<file path="src/hw/rtl/gsac_pkg.sv">
`default_nettype none
package gsac_pkg;

  localparam int SAMPLE_BITS_DEF = 16;
  localparam int CFG_IDX_W       = 3;
  localparam int CFG_DATA_W      = 16;

  // configuration register indexes
  localparam logic [CFG_IDX_W-1:0] REG_KIND      = 3'd0;
  localparam logic [CFG_IDX_W-1:0] REG_DEADZONE  = 3'd1;
  localparam logic [CFG_IDX_W-1:0] REG_THRESHOLD = 3'd2;
  localparam logic [CFG_IDX_W-1:0] REG_AXIS_EN   = 3'd3;
  localparam logic [CFG_IDX_W-1:0] REG_NORMALIZE = 3'd4;
  localparam logic [CFG_IDX_W-1:0] REG_INVERT_X  = 3'd5;
  localparam logic [CFG_IDX_W-1:0] REG_INVERT_Y  = 3'd6;

  // binding kinds
  localparam logic [1:0] KIND_BUTTON = 2'd0;
  localparam logic [1:0] KIND_ONE    = 2'd1;
  localparam logic [1:0] KIND_TWO    = 2'd2;
  localparam logic [1:0] KIND_UNUSED = 2'd3;

  localparam logic [1:0]         RST_KIND      = 2'd2;
  localparam logic [14:0]        RST_DEADZONE  = 15'd5898;
  localparam logic signed [15:0] RST_THRESHOLD = 16'sd16384;
  localparam logic [1:0]         RST_AXIS_EN   = 2'd3;

  typedef enum logic [3:0] {
    ST_IDLE,
    ST_SQX,
    ST_SQY,
    ST_SQRT,
    ST_CHK,
    ST_DIV1,
    ST_MULX,
    ST_DIVX,
    ST_MULY,
    ST_DIVY,
    ST_FIN
  } state_e;

  // integer square root, used for elaboration-time constants only
  function automatic logic [63:0] isqrt_const(input logic [63:0] n_in);
    logic [63:0] n;
    logic [63:0] r;
    logic [63:0] b;
    n = n_in;
    r = 64'd0;
    b = 64'd1 << 62;
    for (int i = 0; i < 32; i++) begin
      if (n >= r + b) begin
        n = n - (r + b);
        r = (r >> 1) + b;
      end else begin
        r = r >> 1;
      end
      b = b >> 2;
    end
    return r;
  endfunction

endpackage
`default_nettype wire

</file>
<file path="src/hw/rtl/gamepad_stick_action_conditioner_top.sv">
// channel   | dir | beat contents (tdata, lowest bit up)
// s_axis    | in  | pos_x_held, neg_x_held, pos_y_held, neg_y_held, pad_connected,
//           |     | stick_x, stick_y, zero fill to whole bytes
// m_axis    | out | value_x, value_y, active, started, canceled, zero fill
// cfg       | in  | write enable, register index, write data (no read-back)
//
// a two-axis item runs SAMPLE_BITS square-root steps and up to three 2*SAMPLE_BITS-step
// divisions on one shared multiplier and one shared restoring divider; a button item
// goes from the idle state straight to the finishing state
// s_axis_tready_o is high only while the sequencer is idle
// a finished result waits in the output register; a stalled m_axis holds the sequencer
// reset clears the configuration to its defaults and the previous-active flag
`default_nettype none
module gamepad_stick_action_conditioner_top #(
  parameter int SAMPLE_BITS = gsac_pkg::SAMPLE_BITS_DEF
) (
  input  wire logic                             clk_i,
  input  wire logic                             rst_ni,
  input  wire logic                             s_axis_tvalid_i,
  output logic                                  s_axis_tready_o,
  // pos_x_held, neg_x_held, pos_y_held, neg_y_held, pad_connected, stick_x, stick_y
  input  wire logic [((2*SAMPLE_BITS+5+7)/8)*8-1:0] s_axis_tdata_i,
  output logic                                  m_axis_tvalid_o,
  input  wire logic                             m_axis_tready_i,
  // value_x, value_y, active, started, canceled
  output logic [((2*SAMPLE_BITS+3+7)/8)*8-1:0]  m_axis_tdata_o,
  input  wire logic                             cfg_we_i,
  input  wire logic [gsac_pkg::CFG_IDX_W-1:0]   cfg_idx_i,
  input  wire logic [gsac_pkg::CFG_DATA_W-1:0]  cfg_data_i
);

  localparam int W      = SAMPLE_BITS;
  localparam int OUT_TW = ((2*W+3+7)/8)*8;
  localparam int CW     = $clog2(2*W);
  localparam int UP     = (W >= 16) ? W - 16 : 0;
  localparam int DN     = (W < 16) ? 16 - W : 0;

  localparam logic [W-1:0]        FULL   = {1'b1, {(W-1){1'b0}}};
  localparam logic signed [W:0]   MAXV   = {2'b00, {(W-1){1'b1}}};
  localparam logic signed [W:0]   MINV   = -MAXV;
  localparam logic [W-1:0]        DNORM  = W'(gsac_pkg::isqrt_const(64'd1 << (2*W-3)));
  localparam logic [W:0]          KRAW   = (W+1)'(gsac_pkg::isqrt_const(64'd1 << (2*W-1)));
  localparam logic [2*W-1:0]      BIT0   = {2'b01, {(2*W-2){1'b0}}};
  localparam logic [CW-1:0]       DIV_N  = CW'(2*W-1);
  localparam logic [CW-1:0]       SQ_N   = CW'(W-1);
  localparam logic signed [W+15:0] THR_BIAS = ({{(W+15){1'b0}}, 1'b1} << DN) - 1;

  // configuration
  logic [1:0]         kind_q;
  logic [14:0]        dzc_q;
  logic signed [15:0] thr_q;
  logic [1:0]         axen_q;
  logic               norm_q, invx_q, invy_q;

  always_ff @(posedge clk_i or negedge rst_ni) begin
    if (!rst_ni) begin
      kind_q <= gsac_pkg::RST_KIND;
      dzc_q  <= gsac_pkg::RST_DEADZONE;
      thr_q  <= gsac_pkg::RST_THRESHOLD;
      axen_q <= gsac_pkg::RST_AXIS_EN;
      norm_q <= 1'b1;
      invx_q <= 1'b0;
      invy_q <= 1'b0;
    end else if (cfg_we_i) begin
      unique case (cfg_idx_i)
        gsac_pkg::REG_KIND:      kind_q <= cfg_data_i[1:0];
        gsac_pkg::REG_DEADZONE:  dzc_q  <= cfg_data_i[14:0];
        gsac_pkg::REG_THRESHOLD: thr_q  <= $signed(cfg_data_i);
        gsac_pkg::REG_AXIS_EN:   axen_q <= cfg_data_i[1:0];
        gsac_pkg::REG_NORMALIZE: norm_q <= cfg_data_i[0];
        gsac_pkg::REG_INVERT_X:  invx_q <= cfg_data_i[0];
        gsac_pkg::REG_INVERT_Y:  invy_q <= cfg_data_i[0];
        default: ;
      endcase
    end
  end

  // deadzone and threshold rescaled to the sample width
  logic [W+13:0]          dz_wide;
  logic [W-1:0]           dz;
  logic signed [W+15:0]   thr_wide, thr_sum, thr_sh;
  logic signed [W-1:0]    thr;

  always_comb begin
    dz_wide  = {{(W-1){1'b0}}, dzc_q} << (W-1);
    dz       = {1'b0, dz_wide[W+13:15]};
    thr_wide = {{W{thr_q[15]}}, thr_q} <<< UP;
    thr_sum  = thr_wide[W+15] ? thr_wide + THR_BIAS : thr_wide;
    thr_sh   = thr_sum >>> DN;
    thr      = thr_sh[W-1:0];
  end

  // input unpack
  logic                px, nx, py, ny, pad;
  logic signed [W-1:0] sx, sy;
  always_comb begin
    px  = s_axis_tdata_i[0];
    nx  = s_axis_tdata_i[1];
    py  = s_axis_tdata_i[2];
    ny  = s_axis_tdata_i[3];
    pad = s_axis_tdata_i[4];
    sx  = pad ? $signed(s_axis_tdata_i[W+4:5]) : '0;
    sy  = pad ? $signed(s_axis_tdata_i[2*W+4:W+5]) : '0;
  end

  gsac_pkg::state_e state_q, state_d;

  logic [W-1:0]        mx_q, my_q, l_q, s_q, den_q;
  logic                sgx_q, sgy_q;
  logic signed [W:0]   kvx_q, kvy_q;
  logic [W:0]          klen_q;
  logic [2*W-1:0]      num_q, n_q, r_q, b_q;
  logic [W-1:0]        rem_q;
  logic [CW-1:0]       cnt_q;
  logic                ovalid_q, prev_q;
  logic [OUT_TW-1:0]   odata_q;

  wire accept  = s_axis_tvalid_i && s_axis_tready_o;
  wire cnt_end = (cnt_q == '0);
  wire out_free = !ovalid_q || m_axis_tready_i;

  // shared multiplier
  logic [W-1:0]   mul_a, mul_b;
  logic [2*W-1:0] prod;
  always_comb begin
    mul_a = mx_q;
    mul_b = mx_q;
    case (state_q)
      gsac_pkg::ST_SQY:  begin mul_a = my_q; mul_b = my_q; end
      gsac_pkg::ST_MULX: begin mul_a = mx_q; mul_b = s_q;  end
      gsac_pkg::ST_MULY: begin mul_a = my_q; mul_b = s_q;  end
      default: ;
    endcase
    prod = mul_a * mul_b;
  end

  // shared restoring divider step
  logic [W:0]     rem_sh;
  logic           q_bit;
  logic [W-1:0]   rem_nx;
  logic [2*W-1:0] num_nx;
  logic [W-1:0]   s_clamp;
  always_comb begin
    rem_sh  = {rem_q, num_q[2*W-1]};
    q_bit   = rem_sh >= {1'b0, den_q};
    rem_nx  = q_bit ? W'(rem_sh - {1'b0, den_q}) : rem_sh[W-1:0];
    num_nx  = {num_q[2*W-2:0], q_bit};
    s_clamp = (num_nx > {{W{1'b0}}, FULL}) ? FULL : num_nx[W-1:0];
  end
  wire stick_wins = {1'b0, s_clamp} > klen_q;

  // square-root step
  logic [2*W-1:0] sq_sum;
  logic           sq_ge;
  always_comb begin
    sq_sum = r_q + b_q;
    sq_ge  = n_q >= sq_sum;
  end

  // next state
  always_comb begin
    state_d = state_q;
    unique case (state_q)
      gsac_pkg::ST_IDLE: begin
        if (accept) begin
          if (kind_q == gsac_pkg::KIND_ONE)      state_d = gsac_pkg::ST_CHK;
          else if (kind_q == gsac_pkg::KIND_TWO) state_d = gsac_pkg::ST_SQX;
          else                                   state_d = gsac_pkg::ST_FIN;
        end
      end
      gsac_pkg::ST_SQX:  state_d = gsac_pkg::ST_SQY;
      gsac_pkg::ST_SQY:  state_d = gsac_pkg::ST_SQRT;
      gsac_pkg::ST_SQRT: if (cnt_end) state_d = gsac_pkg::ST_CHK;
      gsac_pkg::ST_CHK:  state_d = (l_q > dz) ? gsac_pkg::ST_DIV1 : gsac_pkg::ST_FIN;
      gsac_pkg::ST_DIV1: begin
        if (cnt_end) begin
          if (kind_q == gsac_pkg::KIND_TWO && stick_wins) state_d = gsac_pkg::ST_MULX;
          else                                            state_d = gsac_pkg::ST_FIN;
        end
      end
      gsac_pkg::ST_MULX: state_d = gsac_pkg::ST_DIVX;
      gsac_pkg::ST_DIVX: if (cnt_end) state_d = gsac_pkg::ST_MULY;
      gsac_pkg::ST_MULY: state_d = gsac_pkg::ST_DIVY;
      gsac_pkg::ST_DIVY: if (cnt_end) state_d = gsac_pkg::ST_FIN;
      gsac_pkg::ST_FIN:  if (out_free) state_d = gsac_pkg::ST_IDLE;
      default:           state_d = gsac_pkg::ST_IDLE;
    endcase
  end

  always_ff @(posedge clk_i or negedge rst_ni) begin
    if (!rst_ni) state_q <= gsac_pkg::ST_IDLE;
    else         state_q <= state_d;
  end

  // outputs
  always_comb begin
    s_axis_tready_o = (state_q == gsac_pkg::ST_IDLE);
    m_axis_tvalid_o = ovalid_q;
    m_axis_tdata_o  = odata_q;
  end

  // key vector and stick magnitudes at accept
  logic signed [W:0] key_x, key_y, dkx, dky, fkx, fky;
  logic              ex, ey, held;
  logic [W-1:0]      ax, ay;
  always_comb begin
    ex   = axen_q[0];
    ey   = axen_q[1];
    held = px || nx || py || ny || (ex && (sx >= thr));
    fkx  = (px && !nx) ? $signed({1'b0, FULL}) :
           (nx && !px) ? -$signed({1'b0, FULL}) : '0;
    fky  = (py && !ny) ? $signed({1'b0, FULL}) :
           (ny && !py) ? -$signed({1'b0, FULL}) : '0;
    dkx  = (px && !nx) ? $signed({1'b0, DNORM}) : -$signed({1'b0, DNORM});
    dky  = (py && !ny) ? $signed({1'b0, DNORM}) : -$signed({1'b0, DNORM});
    key_x = fkx;
    key_y = fky;
    if (fkx != '0 && fky != '0 && norm_q) begin
      key_x = dkx;
      key_y = dky;
    end
    ax = (ex && sx[W-1]) ? W'(-sx) : (ex ? W'(sx) : '0);
    ay = (ey && sy[W-1]) ? W'(-sy) : (ey ? W'(sy) : '0);
  end

  // finishing: saturate, invert, flags
  logic signed [W:0]   sat_x, sat_y;
  logic signed [W-1:0] vx, vy;
  logic                act;
  always_comb begin
    sat_x = (kvx_q > MAXV) ? MAXV : ((kvx_q < MINV) ? MINV : kvx_q);
    sat_y = (kvy_q > MAXV) ? MAXV : ((kvy_q < MINV) ? MINV : kvy_q);
    vx    = (invx_q && kind_q != gsac_pkg::KIND_BUTTON) ? -sat_x[W-1:0] : sat_x[W-1:0];
    vy    = invy_q ? -sat_y[W-1:0] : sat_y[W-1:0];
    act   = (vx != '0) || (vy != '0);
  end

  always_ff @(posedge clk_i or negedge rst_ni) begin
    if (!rst_ni) begin
      ovalid_q <= 1'b0;
      prev_q   <= 1'b0;
    end else begin
      if (state_q == gsac_pkg::ST_FIN && out_free) begin
        ovalid_q <= 1'b1;
        prev_q   <= act;
      end else if (m_axis_tready_i) begin
        ovalid_q <= 1'b0;
      end
    end
  end

  always_ff @(posedge clk_i) begin
    if (state_q == gsac_pkg::ST_FIN && out_free) begin
      odata_q <= {{(OUT_TW-2*W-3){1'b0}}, !act && prev_q, act && !prev_q, act, vy, vx};
    end
  end

  // datapath
  always_ff @(posedge clk_i) begin
    case (state_q)
      gsac_pkg::ST_IDLE: begin
        if (accept) begin
          kvy_q <= (kind_q == gsac_pkg::KIND_TWO) ? key_y : '0;
          if (kind_q == gsac_pkg::KIND_BUTTON) begin
            kvx_q <= held ? MAXV : '0;
          end else if (kind_q == gsac_pkg::KIND_ONE) begin
            kvx_q  <= fkx;
            klen_q <= (px ^ nx) ? {1'b0, FULL} : '0;
            l_q    <= ax;
            sgx_q  <= ex && sx[W-1];
          end else if (kind_q == gsac_pkg::KIND_TWO) begin
            kvx_q  <= key_x;
            klen_q <= (fkx != '0 && fky != '0) ? (norm_q ? {1'b0, FULL} : KRAW) :
                      ((fkx != '0 || fky != '0) ? {1'b0, FULL} : '0);
            mx_q   <= ax;
            my_q   <= ay;
            sgx_q  <= ex && sx[W-1];
            sgy_q  <= ey && !sy[W-1] && (sy != '0);
          end else begin
            kvx_q <= '0;
          end
        end
      end
      gsac_pkg::ST_SQX: n_q <= prod;
      gsac_pkg::ST_SQY: begin
        n_q   <= n_q + prod;
        r_q   <= '0;
        b_q   <= BIT0;
        cnt_q <= SQ_N;
      end
      gsac_pkg::ST_SQRT: begin
        if (sq_ge) begin
          n_q <= n_q - sq_sum;
          r_q <= (r_q >> 1) + b_q;
        end else begin
          r_q <= r_q >> 1;
        end
        b_q   <= b_q >> 2;
        cnt_q <= cnt_q - 1'b1;
        if (cnt_end) l_q <= sq_ge ? W'((r_q >> 1) + b_q) : W'(r_q >> 1);
      end
      gsac_pkg::ST_CHK: begin
        num_q <= {1'b0, W'(l_q - dz), {(W-1){1'b0}}};
        den_q <= FULL - dz;
        rem_q <= '0;
        cnt_q <= DIV_N;
      end
      gsac_pkg::ST_DIV1: begin
        num_q <= num_nx;
        rem_q <= rem_nx;
        cnt_q <= cnt_q - 1'b1;
        if (cnt_end) begin
          s_q <= s_clamp;
          if (kind_q == gsac_pkg::KIND_ONE && stick_wins) begin
            kvx_q <= sgx_q ? -$signed({1'b0, s_clamp}) : $signed({1'b0, s_clamp});
          end
        end
      end
      gsac_pkg::ST_MULX, gsac_pkg::ST_MULY: begin
        num_q <= prod;
        den_q <= l_q;
        rem_q <= '0;
        cnt_q <= DIV_N;
      end
      gsac_pkg::ST_DIVX: begin
        num_q <= num_nx;
        rem_q <= rem_nx;
        cnt_q <= cnt_q - 1'b1;
        if (cnt_end) begin
          kvx_q <= sgx_q ? -$signed({1'b0, num_nx[W-1:0]}) : $signed({1'b0, num_nx[W-1:0]});
        end
      end
      gsac_pkg::ST_DIVY: begin
        num_q <= num_nx;
        rem_q <= rem_nx;
        cnt_q <= cnt_q - 1'b1;
        if (cnt_end) begin
          kvy_q <= sgy_q ? -$signed({1'b0, num_nx[W-1:0]}) : $signed({1'b0, num_nx[W-1:0]});
        end
      end
      default: ;
    endcase
  end

endmodule
`default_nettype wire

</file>
<file path="config.mk">
export PLATFORM = sky130hd
export DESIGN_NAME = gamepad_stick_action_conditioner_top
export DESIGN_NICKNAME = d
export VERILOG_FILES = /design/src/hw/rtl/gsac_pkg.sv /design/src/hw/rtl/gamepad_stick_action_conditioner_top.sv
export SDC_FILE = /design/constraint.sdc
export NUM_CORES = 2
export LEC_CHECK = 0
export ABC_AREA = 1
export BUFFER_PORTS_ARGS = -buffer_cell sky130_fd_sc_hd__buf_2
export CORE_AREA = 10 10 270 272
export CTS_BUF_LIST = sky130_fd_sc_hd__clkbuf_16
export DETAILED_ROUTE_END_ITERATION = 8
export DIE_AREA = 0 0 280 282
export GPL_TIMING_DRIVEN = 0
export HOLD_SLACK_MARGIN = 0.05
export PLACE_DENSITY = 0.69
export SLEW_MARGIN = 0
export SYNTH_ARGS = -nofsm -noshare
export SYNTH_HDL_FRONTEND = slang
export SYNTH_SLANG_ARGS = --single-unit
</file>
<file path="constraint.sdc">
create_clock -name clk_i -period 12.59 [get_ports clk_i]
set_input_delay 2.518 -clock clk_i [delete_from_list [all_inputs] [get_ports clk_i]]
set_output_delay 2.518 -clock clk_i [all_outputs]
set_load 0.02 [all_outputs]
</file>
==> flow_summary.yaml <==
floorplanning:
  die-width_um: 280
  io_pins: 106
  start_util: 0.492
  core_um2: 67700
  die_area_um2: 79000
  rows: 96
  die_h_um: 282
placement:
  io_buffers: 97
  place_area_um2: 35100
  gp_congestion: 1.01
  hpwl_um: 84500
worst_hold_path:
  hold_path_class: "flop to flop"
logic_synthesis:
  syn_inst: 4362
  synth_area_per_cell_um2: 7.64
  synthTopCellsByCount: "nand2_1, inv_1, nor2_1"
  ys_async_sr_fraction: 0.133
  yosys_most_used_dff: "edfxtp_1"
  synth_top_area_cell: "edfxtp_1"
  yosys.area_share.simple: 0.222
  synthMuxAreaShare: 0
  synth_edf_count: 286
  yosysMostFrequentCell: "nand2_1"
  yosysTopAreaCellShare: 0.258
  seq_area_frac_synth: 0.291
  synth-adder-area-share: 0.221
  synth-compound-area-share: 0.135
  synth_top_family_by_area: "simple AND/OR/NAND/NOR gates"
  synth_xor_area_frac: 0.0323
  synth_seq_cells: 330
  synth_area_um2: 33300
  synth_area_leaders: "edfxtp_1, fa_1, nand2_1"
  synth_cell_types: 65
  yosysWarnings: 0
critical_path:
  max_stage_delay_ns: 0.74
  cp.arrival_ns: 11.14
  worst_setup_path_end_kind: "flop"
  cp-start-kind: "flop"
  cpMaxStageDelayCell: "o21ai_1"
  required_ns: 12.92
  crit_top_cell: "fa_1"
  cp_max_fo: 10
  critical_path_class: "flop to flop"
sta:
  setup_tns_ns: 0
  worst_slew_pin_slew_ns: 1.44
  final_max_slew_viol_count: 0
  setup_viol: 0
  hold_slack_ns: 0.491
  hold_viol: 0
  maxSlewHeadroom: 0.0356
  fin_crit_sh: 0.859
  post-route-min-period_ns: 10.81
  fin_skew_ns: 0.0369
  fmax_mhz: 92.5
  rsz0062_at_grt: "false"
job:
  cap_violations: 0
cts:
  post-cts-setup-buffer-count: 0
  root_buffer: "clkbuf_16"
  clk_path_buf_depth: 3
  clk_pin_slew_ns: 0.06
  clock_latency_ns: 0.59
  cts_resized: 0
  holdBufCountCts: 0
  numCtsBuffers: 40
  cts_max_level: 2
  cts.sinks: 330
  cts_tree: "yes"
grt:
  grtUsageTotal: 0.257
  gr-total-overflow: 0
  grt_pass1_vias: 28700
  grt_max_degree: 45
  grt_pass1_wl_um: 159000
  grt_antenna_before_repair: 4
layout:
  final_area_um2: 36300
  seq_area_um2: 9700
  multi_input_area_um2: 20400
  drive_gt1_frac: 0.0692
  fillers: 6586
  syn2layout_area_growth_pct: 8.91
  fin_util: 0.536
  finalNetCount: 5044
detailed_routing:
  drtIter0Drc: 2969
  via_count: 30200
  detail_route.vias_per_cell: 5.56
  wl_per_cell_um: 19.0
  drc: 0
  drt_pass1_iterations: 6
  wirelength_um: 103000
  ant_nets: 0
status:
  status: "finished, final reports clean"
flip-flops by register name, summed over array words and instances (netlist names), 4 cells and up:
signal and cells:
kvy_q 17, l_q 16, state_q 4, b_q 16, thr_q 16, my_q 16, rem_q 16, den_q 16
r_q 32, m_axis_tdata_o 35, num_q 32, n_q 32, mx_q 16, kvx_q 17, s_q 16, cnt_q 5
dzc_q 15
layout by cell type, fill, tap and decap left out, drive strengths merged, types with 6 or more instances in the layout:
cell type  netlist  layout
a21boi           6       6
a21o            19      19
a21oi          291     291
a31oi           23      23
buf             43     144
clkbuf          56      96
clkinv          10      22
dfrtp           33      33
dfstp           11      11
edfxtp         286     286
fa             198     198
ha             273     273
inv            743     758
nand2         1014    1014
nand3          226     226
nand3b          10      10
nand4           36      36
nor2           401     401
nor3            51      51
nor4            10      10
o211ai          39      39
o21a             8       8
o21ai          324     324
o21bai          16      16
o221ai          12      12
o22ai           22      22
o31ai            7       7
or2             35      35
xnor2           44      44
xor2            79      79
layer usage:
metal	share of wire	GRT usage
met2	0.44	0.403
met5	0.00011	0
met1	0.44	0.354
met4	0.040	0.0980
met3	0.084	0.0405
final timing paths:
kind,from,to,slack (ns),cells past startpoint
max,state_q[1]$_DFFE_PN0P_,n_q[30]$_DFFE_PP_,1.78,38
min,thr_q[10]$_DFFE_PN0P_,thr_q[10]$_DFFE_PN0P_,0.49,2
max reg2reg,state_q[1]$_DFFE_PN0P_,n_q[30]$_DFFE_PP_,1.78,38
min reg2reg,thr_q[10]$_DFFE_PN0P_,thr_q[10]$_DFFE_PN0P_,0.49,2
max in group asynchronous,rst_ni,thr_q[1]$_DFFE_PN0P_,9.72,1
min in group asynchronous,rst_ni,invy_q$_DFFE_PN0P_,2.13,1
critical path: cells and delay by family, from the launching register on:
family	cells	cell delay, ns
buffers and inverters	9	1.56
and+or+nand+nor	7	1.12
xor gates and xnor gates	1	0.60
adders and majority gates	8	3.82
AOI/OAI and AO/OA	13	3.13
DFF	1	0.32
logic make-up after synthesis:
group | count (synthesis)
other cells | 1
flops | 330
fa+ha+maj | 471
xor+xnor | 123
simple gates | 1789
buf+inv | 852
compound gates | 796
final cells by class:
cell class / instances / share of cell area
clock buffers: 40 / 0.0276
repair buffers: 101 / 0.0154
diodes: 1 / 0.0000689
multi-input cells: 3184 / 0.562
plain buffers: 99 / 0.0125
well taps: 882 / 0.0304
flip-flops and latches: 330 / 0.267
clock inverters: 32 / 0.00706
inverters: 753 / 0.0778
metrics by stage:
stage          instances  setup slack (ns)
2_1_floorplan       4366              4.56
6_report            5422              1.78
3_3_place_gp        5345              2.03
4_1_cts             5421              1.89
3_5_place_dp        5349              1.96
5_1_grt             5421              1.26
Power is not shown: default switching activity piles up to over one toggle a cycle in this logic, so the estimate is an artifact.
